## src/design/dtbc_pkg.sv

```systemverilog
// ----------------------------------------------------------------------------
// dtbc_pkg
// Types and constants shared by the debounced toggle and blink controller.
// ----------------------------------------------------------------------------
`timescale 1ns / 1ps

package dtbc_pkg;

   localparam int IN_BITS   = 40;   // 35 field bits padded to whole bytes
   localparam int OUT_BITS  = 200;  // 195 field bits padded to whole bytes
   localparam int CSR_AW    = 3;
   localparam int CSR_DW    = 16;

   localparam logic [15:0] RST_DEBOUNCE  = 16'd50;
   localparam logic [15:0] RST_OFF_DUR   = 16'd500;
   localparam logic [15:0] RST_BASE_UNIT = 16'd100;
   localparam logic [7:0]  RST_MIN_UNITS = 8'd1;
   localparam logic [7:0]  RST_MAX_UNITS = 8'd10;
   localparam logic [7:0]  RST_INIT_UNITS = 8'd5;
   localparam logic [23:0] RST_TARGET    = 24'(RST_INIT_UNITS * RST_BASE_UNIT);

   typedef enum logic [CSR_AW-1:0] {
      CSR_DEBOUNCE  = 3'd0,
      CSR_OFF_DUR   = 3'd1,
      CSR_BASE_UNIT = 3'd2,
      CSR_MIN_UNITS = 3'd3,
      CSR_MAX_UNITS = 3'd4,
      CSR_INIT_UNITS = 3'd5
   } csr_idx_type;

   typedef struct packed {
      logic [15:0] debounce_ms;
      logic [15:0] off_duration_ms;
      logic [15:0] base_unit_ms;
      logic [7:0]  min_units;
      logic [7:0]  max_units;
   } cfg_type;

   typedef struct packed {
      logic        main_led;
      logic        blink_led;
      logic        blink_hold;
      logic [7:0]  units_now;
      logic [23:0] on_target_ms;
      logic [31:0] toggles;
      logic [31:0] cycles;
      logic [31:0] incs;
      logic [31:0] decs;
      logic [31:0] on_accum_ms;
   } result_type;

endpackage

```

## src/design/dtbc_core.sv

```systemverilog
// ----------------------------------------------------------------------------
// dtbc_core
// Controller state and the combinational update for one tick word.
// ----------------------------------------------------------------------------
`timescale 1ns / 1ps

module dtbc_core
   import dtbc_pkg::*;
(
   input  logic        clock,
   input  logic        reset,
   input  logic        step,
   input  logic [31:0] now_ms,
   input  logic        toggle_level,
   input  logic        inc_level,
   input  logic        dec_level,
   input  cfg_type     cfg,
   output result_type  result
);

   logic [2:0]  prev_ff, prev_in;
   logic [31:0] edge_ff [3];
   logic [31:0] edge_in [3];
   logic        main_ff, main_in;
   logic        blink_ff, blink_in;
   logic [31:0] trans_ff, trans_in;
   logic [31:0] sample_ff, sample_in;
   logic [31:0] accum_ff, accum_in;
   logic [7:0]  units_ff, units_in;
   logic [23:0] target_ff, target_in;
   logic [31:0] tog_cnt_ff, tog_cnt_in;
   logic [31:0] cyc_cnt_ff, cyc_cnt_in;
   logic [31:0] inc_cnt_ff, inc_cnt_in;
   logic [31:0] dec_cnt_ff, dec_cnt_in;

   logic [2:0]  levels;
   logic [2:0]  hit;
   logic [31:0] elapsed;
   logic [7:0]  units_mid;

   assign levels = {dec_level, inc_level, toggle_level};

   // A press counts on a rising edge spaced at least the debounce time from
   // that button's last accepted edge, with wrapping time differences.
   always_comb begin
      for (int b = 0; b < 3; b++) begin
         hit[b] = levels[b] && !prev_ff[b] &&
                  ((now_ms - edge_ff[b]) >= {16'd0, cfg.debounce_ms});
      end
   end

   assign elapsed = now_ms - trans_ff;
   assign units_mid = (hit[1] && (units_ff < cfg.max_units)) ? units_ff + 8'd1 : units_ff;

   always_comb begin
      prev_in    = prev_ff;
      edge_in    = edge_ff;
      main_in    = main_ff;
      blink_in   = blink_ff;
      trans_in   = trans_ff;
      sample_in  = sample_ff;
      accum_in   = accum_ff;
      units_in   = units_ff;
      target_in  = target_ff;
      tog_cnt_in = tog_cnt_ff;
      cyc_cnt_in = cyc_cnt_ff;
      inc_cnt_in = inc_cnt_ff;
      dec_cnt_in = dec_cnt_ff;
      if (step) begin
         prev_in = levels;
         for (int b = 0; b < 3; b++) begin
            if (hit[b]) begin
               edge_in[b] = now_ms;
            end
         end

         // Toggle task.
         if (hit[0]) begin
            main_in    = !main_ff;
            tog_cnt_in = tog_cnt_ff + 32'd1;
         end

         // Blink task; turning the main LED on forces the blink LED off.
         if (main_in) begin
            blink_in  = 1'b0;
            trans_in  = now_ms;
            sample_in = now_ms;
         end else begin
            sample_in = now_ms;
            if (blink_ff) begin
               accum_in = accum_ff + (now_ms - sample_ff);
               if (elapsed >= {8'd0, target_ff}) begin
                  blink_in = 1'b0;
                  trans_in = now_ms;
               end
            end else if (elapsed >= {16'd0, cfg.off_duration_ms}) begin
               blink_in   = 1'b1;
               trans_in   = now_ms;
               cyc_cnt_in = cyc_cnt_ff + 32'd1;
            end
         end

         // Adjust task: increase first, then decrease on the updated count.
         if (hit[1] && (units_ff < cfg.max_units)) begin
            inc_cnt_in = inc_cnt_ff + 32'd1;
         end
         units_in = units_mid;
         if (hit[2] && (units_mid > cfg.min_units)) begin
            units_in   = units_mid - 8'd1;
            dec_cnt_in = dec_cnt_ff + 32'd1;
         end
         if (hit[1] || hit[2]) begin
            target_in = {16'd0, units_in} * {8'd0, cfg.base_unit_ms};
         end
      end
   end

   always_ff @(posedge clock) begin
      if (reset) begin
         prev_ff    <= '0;
         edge_ff    <= '{default: '0};
         main_ff    <= 1'b0;
         blink_ff   <= 1'b0;
         trans_ff   <= '0;
         sample_ff  <= '0;
         accum_ff   <= '0;
         units_ff   <= RST_INIT_UNITS;
         target_ff  <= RST_TARGET;
         tog_cnt_ff <= '0;
         cyc_cnt_ff <= '0;
         inc_cnt_ff <= '0;
         dec_cnt_ff <= '0;
      end else begin
         prev_ff    <= prev_in;
         edge_ff    <= edge_in;
         main_ff    <= main_in;
         blink_ff   <= blink_in;
         trans_ff   <= trans_in;
         sample_ff  <= sample_in;
         accum_ff   <= accum_in;
         units_ff   <= units_in;
         target_ff  <= target_in;
         tog_cnt_ff <= tog_cnt_in;
         cyc_cnt_ff <= cyc_cnt_in;
         inc_cnt_ff <= inc_cnt_in;
         dec_cnt_ff <= dec_cnt_in;
      end
   end

   always_comb begin
      result.main_led     = main_in;
      result.blink_led    = blink_in;
      result.blink_hold   = main_in;
      result.units_now    = units_in;
      result.on_target_ms = target_in;
      result.toggles      = tog_cnt_in;
      result.cycles       = cyc_cnt_in;
      result.incs         = inc_cnt_in;
      result.decs         = dec_cnt_in;
      result.on_accum_ms  = accum_in;
   end

endmodule

```

## src/design/debounced_toggle_and_blink_controller_top.sv

```systemverilog
// ----------------------------------------------------------------------------
// debounced_toggle_and_blink_controller_top
// Debounced toggle, blink timer and window adjust, one result per tick word.
// ----------------------------------------------------------------------------
//  Channel  | Direction | Content
//  req_     | in        | tick word: time and three button levels
//  rsp_     | out       | LED states, units, target, counters, on-time sum
//  csr_     | in        | register writes, no read-back
//
//  A word is taken into an input register, then updated against the state and
//  written to the result register; one word per cycle is sustained while
//  rsp_tready stays high. The result register stalls on rsp_tready low;
//  the input register then still takes one more word. Synchronous reset
//  restores register defaults and state; no clearing pass is needed.
// ----------------------------------------------------------------------------
`timescale 1ns / 1ps

module debounced_toggle_and_blink_controller_top
   import dtbc_pkg::*;
(
   input  logic                clock,
   input  logic                reset,
   input  logic                req_tvalid,
   output logic                req_tready,
   input  logic [IN_BITS-1:0]  req_tdata,  // now_ms, toggle_level, inc_level, dec_level
   output logic                rsp_tvalid,
   input  logic                rsp_tready,
   output logic [OUT_BITS-1:0] rsp_tdata,  // main_led, blink_led, blink_hold, units_now,
                                           // on_target_ms, toggles, cycles, incs, decs,
                                           // on_accum_ms
   input  logic                csr_we,
   input  logic [CSR_AW-1:0]   csr_addr,
   input  logic [CSR_DW-1:0]   csr_wdata
);

   cfg_type     cfg_ff;
   logic        in_valid_ff;
   logic [31:0] in_now_ff;
   logic [2:0]  in_lvl_ff;
   logic        out_valid_ff;
   result_type  out_ff;
   result_type  result;
   logic        advance;
   logic        step;

   assign advance    = !out_valid_ff || rsp_tready;
   assign step       = in_valid_ff && advance;
   assign req_tready = !in_valid_ff || advance;

   // The initial unit count only matters at reset, where it always holds its
   // default, so a write to it has nothing to change.
   always_ff @(posedge clock) begin
      if (reset) begin
         cfg_ff.debounce_ms     <= RST_DEBOUNCE;
         cfg_ff.off_duration_ms <= RST_OFF_DUR;
         cfg_ff.base_unit_ms    <= RST_BASE_UNIT;
         cfg_ff.min_units       <= RST_MIN_UNITS;
         cfg_ff.max_units       <= RST_MAX_UNITS;
      end else if (csr_we) begin
         unique case (csr_addr)
            CSR_DEBOUNCE:   cfg_ff.debounce_ms     <= csr_wdata;
            CSR_OFF_DUR:    cfg_ff.off_duration_ms <= csr_wdata;
            CSR_BASE_UNIT:  cfg_ff.base_unit_ms    <= csr_wdata;
            CSR_MIN_UNITS:  cfg_ff.min_units       <= csr_wdata[7:0];
            CSR_MAX_UNITS:  cfg_ff.max_units       <= csr_wdata[7:0];
            CSR_INIT_UNITS: ;
            default: ;
         endcase
      end
   end

   always_ff @(posedge clock) begin
      if (reset) begin
         in_valid_ff  <= 1'b0;
         out_valid_ff <= 1'b0;
      end else begin
         if (req_tvalid && req_tready) begin
            in_valid_ff <= 1'b1;
         end else if (step) begin
            in_valid_ff <= 1'b0;
         end
         if (step) begin
            out_valid_ff <= 1'b1;
         end else if (rsp_tready) begin
            out_valid_ff <= 1'b0;
         end
      end
   end

   always_ff @(posedge clock) begin
      if (req_tvalid && req_tready) begin
         in_now_ff <= req_tdata[31:0];
         in_lvl_ff <= req_tdata[34:32];
      end
      if (step) begin
         out_ff <= result;
      end
   end

   dtbc_core u_core (
      .clock        (clock),
      .reset        (reset),
      .step         (step),
      .now_ms       (in_now_ff),
      .toggle_level (in_lvl_ff[0]),
      .inc_level    (in_lvl_ff[1]),
      .dec_level    (in_lvl_ff[2]),
      .cfg          (cfg_ff),
      .result       (result)
   );

   assign rsp_tvalid = out_valid_ff;
   assign rsp_tdata  = {5'd0,
                        out_ff.on_accum_ms,
                        out_ff.decs,
                        out_ff.incs,
                        out_ff.cycles,
                        out_ff.toggles,
                        out_ff.on_target_ms,
                        out_ff.units_now,
                        out_ff.blink_hold,
                        out_ff.blink_led,
                        out_ff.main_led};

endmodule

```

## config.mk

```make
export PLATFORM = sky130hd
export DESIGN_NAME = debounced_toggle_and_blink_controller_top
export DESIGN_NICKNAME = d
export VERILOG_FILES = /design/src/design/dtbc_pkg.sv /design/src/design/dtbc_core.sv /design/src/design/debounced_toggle_and_blink_controller_top.sv
export SDC_FILE = /design/constraint.sdc
export NUM_CORES = 2
export LEC_CHECK = 0
export BUFFER_PORTS_ARGS = -buffer_cell sky130_fd_sc_hd__buf_2
export CAP_MARGIN = 20
export CORE_MARGIN = 2
export CORE_UTILIZATION = 30
export CTS_CLUSTER_SIZE = 10
export DETAILED_ROUTE_END_ITERATION = 6
export PLACE_DENSITY_LB_ADDON = 0.08
export SYNTH_ARGS = -nofsm -noshare
export SYNTH_HDL_FRONTEND = slang
export SYNTH_SLANG_ARGS = --single-unit
```

## constraint.sdc

```tcl
create_clock -name clock -period 33.3 [get_ports clock]
set_input_delay 4.995 -clock clock [delete_from_list [all_inputs] [get_ports clock]]
set_output_delay 4.995 -clock clock [all_outputs]
set_load 0.02 [all_outputs]
```

==> results.toml <==
[status]
status = "finished, final reports clean"

[final_layout]
layoutNonFillerInstCount = 6390
areaGrowthSynthToFinish_pct = 15.6
final_core_util_pct = 34.9
layout.nets = 5051
drive_gt1_share_pct = 10.6

[floorplan]
initial_core_util_pct = 30.2
core_mm2 = 0.131
die_h_um = 368
die-area_mm2 = 0.135
die-width_um = 368
io-pin-count = 266
rows = 133

[synth]
yosys.area.top_type_share_pct = 21.3
synth_warnings = 0
synth_cell_types = 82
synth-edff-count = 229
syn_area_per_cell_um2 = 9.22
ys_top_cells_by_area = "dfxtp_1 21%, edfxtp_1 17%, ha_1 9.6%"
ys_ff_latch = 652
netlist_instances = 4308
synth_most_common_cell = "inv_1"
yosysTopAreaCell = "dfxtp_1"
synthFlopType = "dfxtp_1"
seq_area_frac_synth_pct = 38.6
async_flop_share_pct = 0
syn-cell-area_mm2 = 0.0397
synth_common_cells = "487 x inv_1, 423 x dfxtp_1, 362 x nand2_1"

[drt]
drtPass1Iterations = 5
finalWirelength_um = 121000
wl_per_cell_um = 18.9
ant_nets = 0
viasPerCell = 4.73
dr_total_vias = 30200
drt_iter0_drc = 1676
drcViolationCount = 0

[power_and_ir_drop]
leakagePower_nw = 18.8
power_density_mw_per_mm2 = 48.8
peakVddDrop_mv = 0.0383

[global_routing]
grt.overflow.total = 0
grt_start_max_net_pins = 175
antenna_found_initial = 6
first_global_vias = 29600
grt_usage_pct = 17.7
grt_pass1_wl_um = 184000

[timing]
fin_worst_skew_ns = 0.0594
slew_headroom_pct = 30.2
post-route-period-util_pct = 47.9
hold_ws_ns = 0.453
fmax_ghz = 0.0627
finalWorstPathRequiredPeriod_ns = 15.94
finalSetupTns_ns = 0
hold_viol = 0
report.final.slew_viol_count = 0
worst_slew_pin_slew_ns = 1.05
setup_ws_ns = 17.36
finalSetupViolations = 0
rsz0062_at_grt = "no"

[critical_path]
path_class = "register to register"
end_kind = "register"
crit_fanout = 16
timing.rr.start = "in_now_ff[0]$_DFFE_PP_"
critPathRequiredTime_ns = 33.86
worstRegToRegCells = 57
critPathArrivalTime_ns = 16.50
timing.rr.end = "u_core.target_ff[23]$_SDFF_PP0_"
reg2reg_slack_ns = 17.36
slowest_stage = "xnor2_2"
start_kind = "register"
cp_common_cell = "inv_1"
cpPeakStageDelay_ns = 0.66

[flow_run]
maxCapViolCount = 0

[clock_network]
clk_pin_slew_ns = 0.06
clock_latency_ns = 0.71
cts_tree = "built"
cts-buffers-inserted = 86
cts.sinks = 652
post_cts_buffers = 0
h-tree-depth = 3
post_cts_resized = 0
root_buffer = "clkbuf_16"
cts_buffer_depth = 3
cts_hold_buf = 0

[placement]
dp_slack_ns = 17.27
hpwl_um = 88600
routabilityCongestion = 0.826
dp.cells = 6229
port_buffers = 255

[min_path]
holdCritStartpoint = "u_core.prev_ff[1]$_SDFFE_PP0P_"
min_to = "u_core.prev_ff[1]$_SDFFE_PP0P_"
hold_path_depth = 2
hold_class = "register to register"
[power breakdown]
| part | switching [mW] | internal, mW | leakage, nW |
|---|---|---|---|
| registers | 0.0170 | 0.855 | 5.55 |
| clock network | 0.384 | 0.525 | 1.34 |
| logic | 0.285 | 0.177 | 11.9 |
[through the flow]
| step | cell area, µm² | power, mW |
|---|---|---|
| finish | 45900 | 2.24 |
| global route | 45900 | 2.37 |
| CTS | 45900 | 2.29 |
| detailed placement | 43100 | 1.35 |
| global placement | 43100 | 1.35 |
| floorplan | 39700 | 1.22 |
[logic make-up after synthesis]
kind of cell | count (synthesis) | share of synthesized area, %
other cells | 1 | 0.00944
fa+ha+maj | 425 | 15.6
simple gates | 1441 | 18.3
compound gates | 753 | 12.0
flops | 652 | 38.6
xor+xnor | 268 | 5.97
mux | 131 | 3.34
buf+inv | 637 | 6.14
[cell usage in the layout (no fill, tap or decap), types with 138 or more instances in the layout]
cell,Yosys,layout
nor2b_1,224,224
a21oi_1,271,271
edfxtp_1,229,229
ha_1,306,306
o21ai_0,138,138
nand2_1,362,362
buf_2,17,254
nor2_1,327,325
inv_1,487,486
dfxtp_1,423,423
xnor2_1,185,184
[sequential cells by signal, summed over array words and instances (netlist names), 32 cells and up]
signal,cells
in_now_ff,32
u_core.inc_cnt_ff,32
cfg_ff,64
rsp_tdata,194
u_core.accum_ff,32
u_core.dec_cnt_ff,32
u_core.sample_ff,32
u_core.cyc_cnt_ff,32
u_core.trans_ff,32
u_core.tog_cnt_ff,32
u_core.edge_ff,96
[layout make-up]
class / instances / area (µm²)
Tap cell: 1755 / 2200
Clock buffer: 134 / 2480
Fill cell: 13700 / 85500
Clock inverter: 26 / 304
Antenna cell: 1 / 2.50
Multi-Input combinational cell: 3023 / 22000
Sequential cell: 652 / 15300
Inverter: 487 / 1840
Timing Repair Buffer: 312 / 1750
[how the worst max path moves through the flow]
stage | from | endpoint | slack (ns) | cells after the start
4_1_cts | in_now_ff[0]$_DFFE_PP_ | u_core.target_ff[23]$_SDFF_PP0_ | 17.21 | 57
5_1_grt | in_now_ff[0]$_DFFE_PP_ | u_core.target_ff[23]$_SDFF_PP0_ | 16.21 | 57
6_report | in_now_ff[0]$_DFFE_PP_ | u_core.target_ff[23]$_SDFF_PP0_ | 17.36 | 57
2_1_floorplan | in_now_ff[2]$_DFFE_PP_ | rsp_tdata[34]$_DFFE_PP_ | 20.44 | 55
3_5_place_dp | in_now_ff[0]$_DFFE_PP_ | u_core.target_ff[23]$_SDFF_PP0_ | 17.27 | 57
3_3_place_gp | in_now_ff[0]$_DFFE_PP_ | u_core.target_ff[23]$_SDFF_PP0_ | 17.35 | 57
[worst max-delay path: cells and delay by family, from the launching register on]
family | cells | cell delay, ns
fa+ha+maj | 8 | 3.27
compound gates | 22 | 5.82
flops | 1 | 0.36
xor+xnor | 4 | 1.25
simple gates | 17 | 4.28
buf+inv | 6 | 0.73
[metal layers]
layer	wire [µm]	share of wire, %	track usage, %
met3	4890	4.0	3.06
met1	58500	48	24.3
met2	53700	44	28.0
met5	0	0	0
met4	3920	3.2	5.78
(Power assumes the default switching activity.)
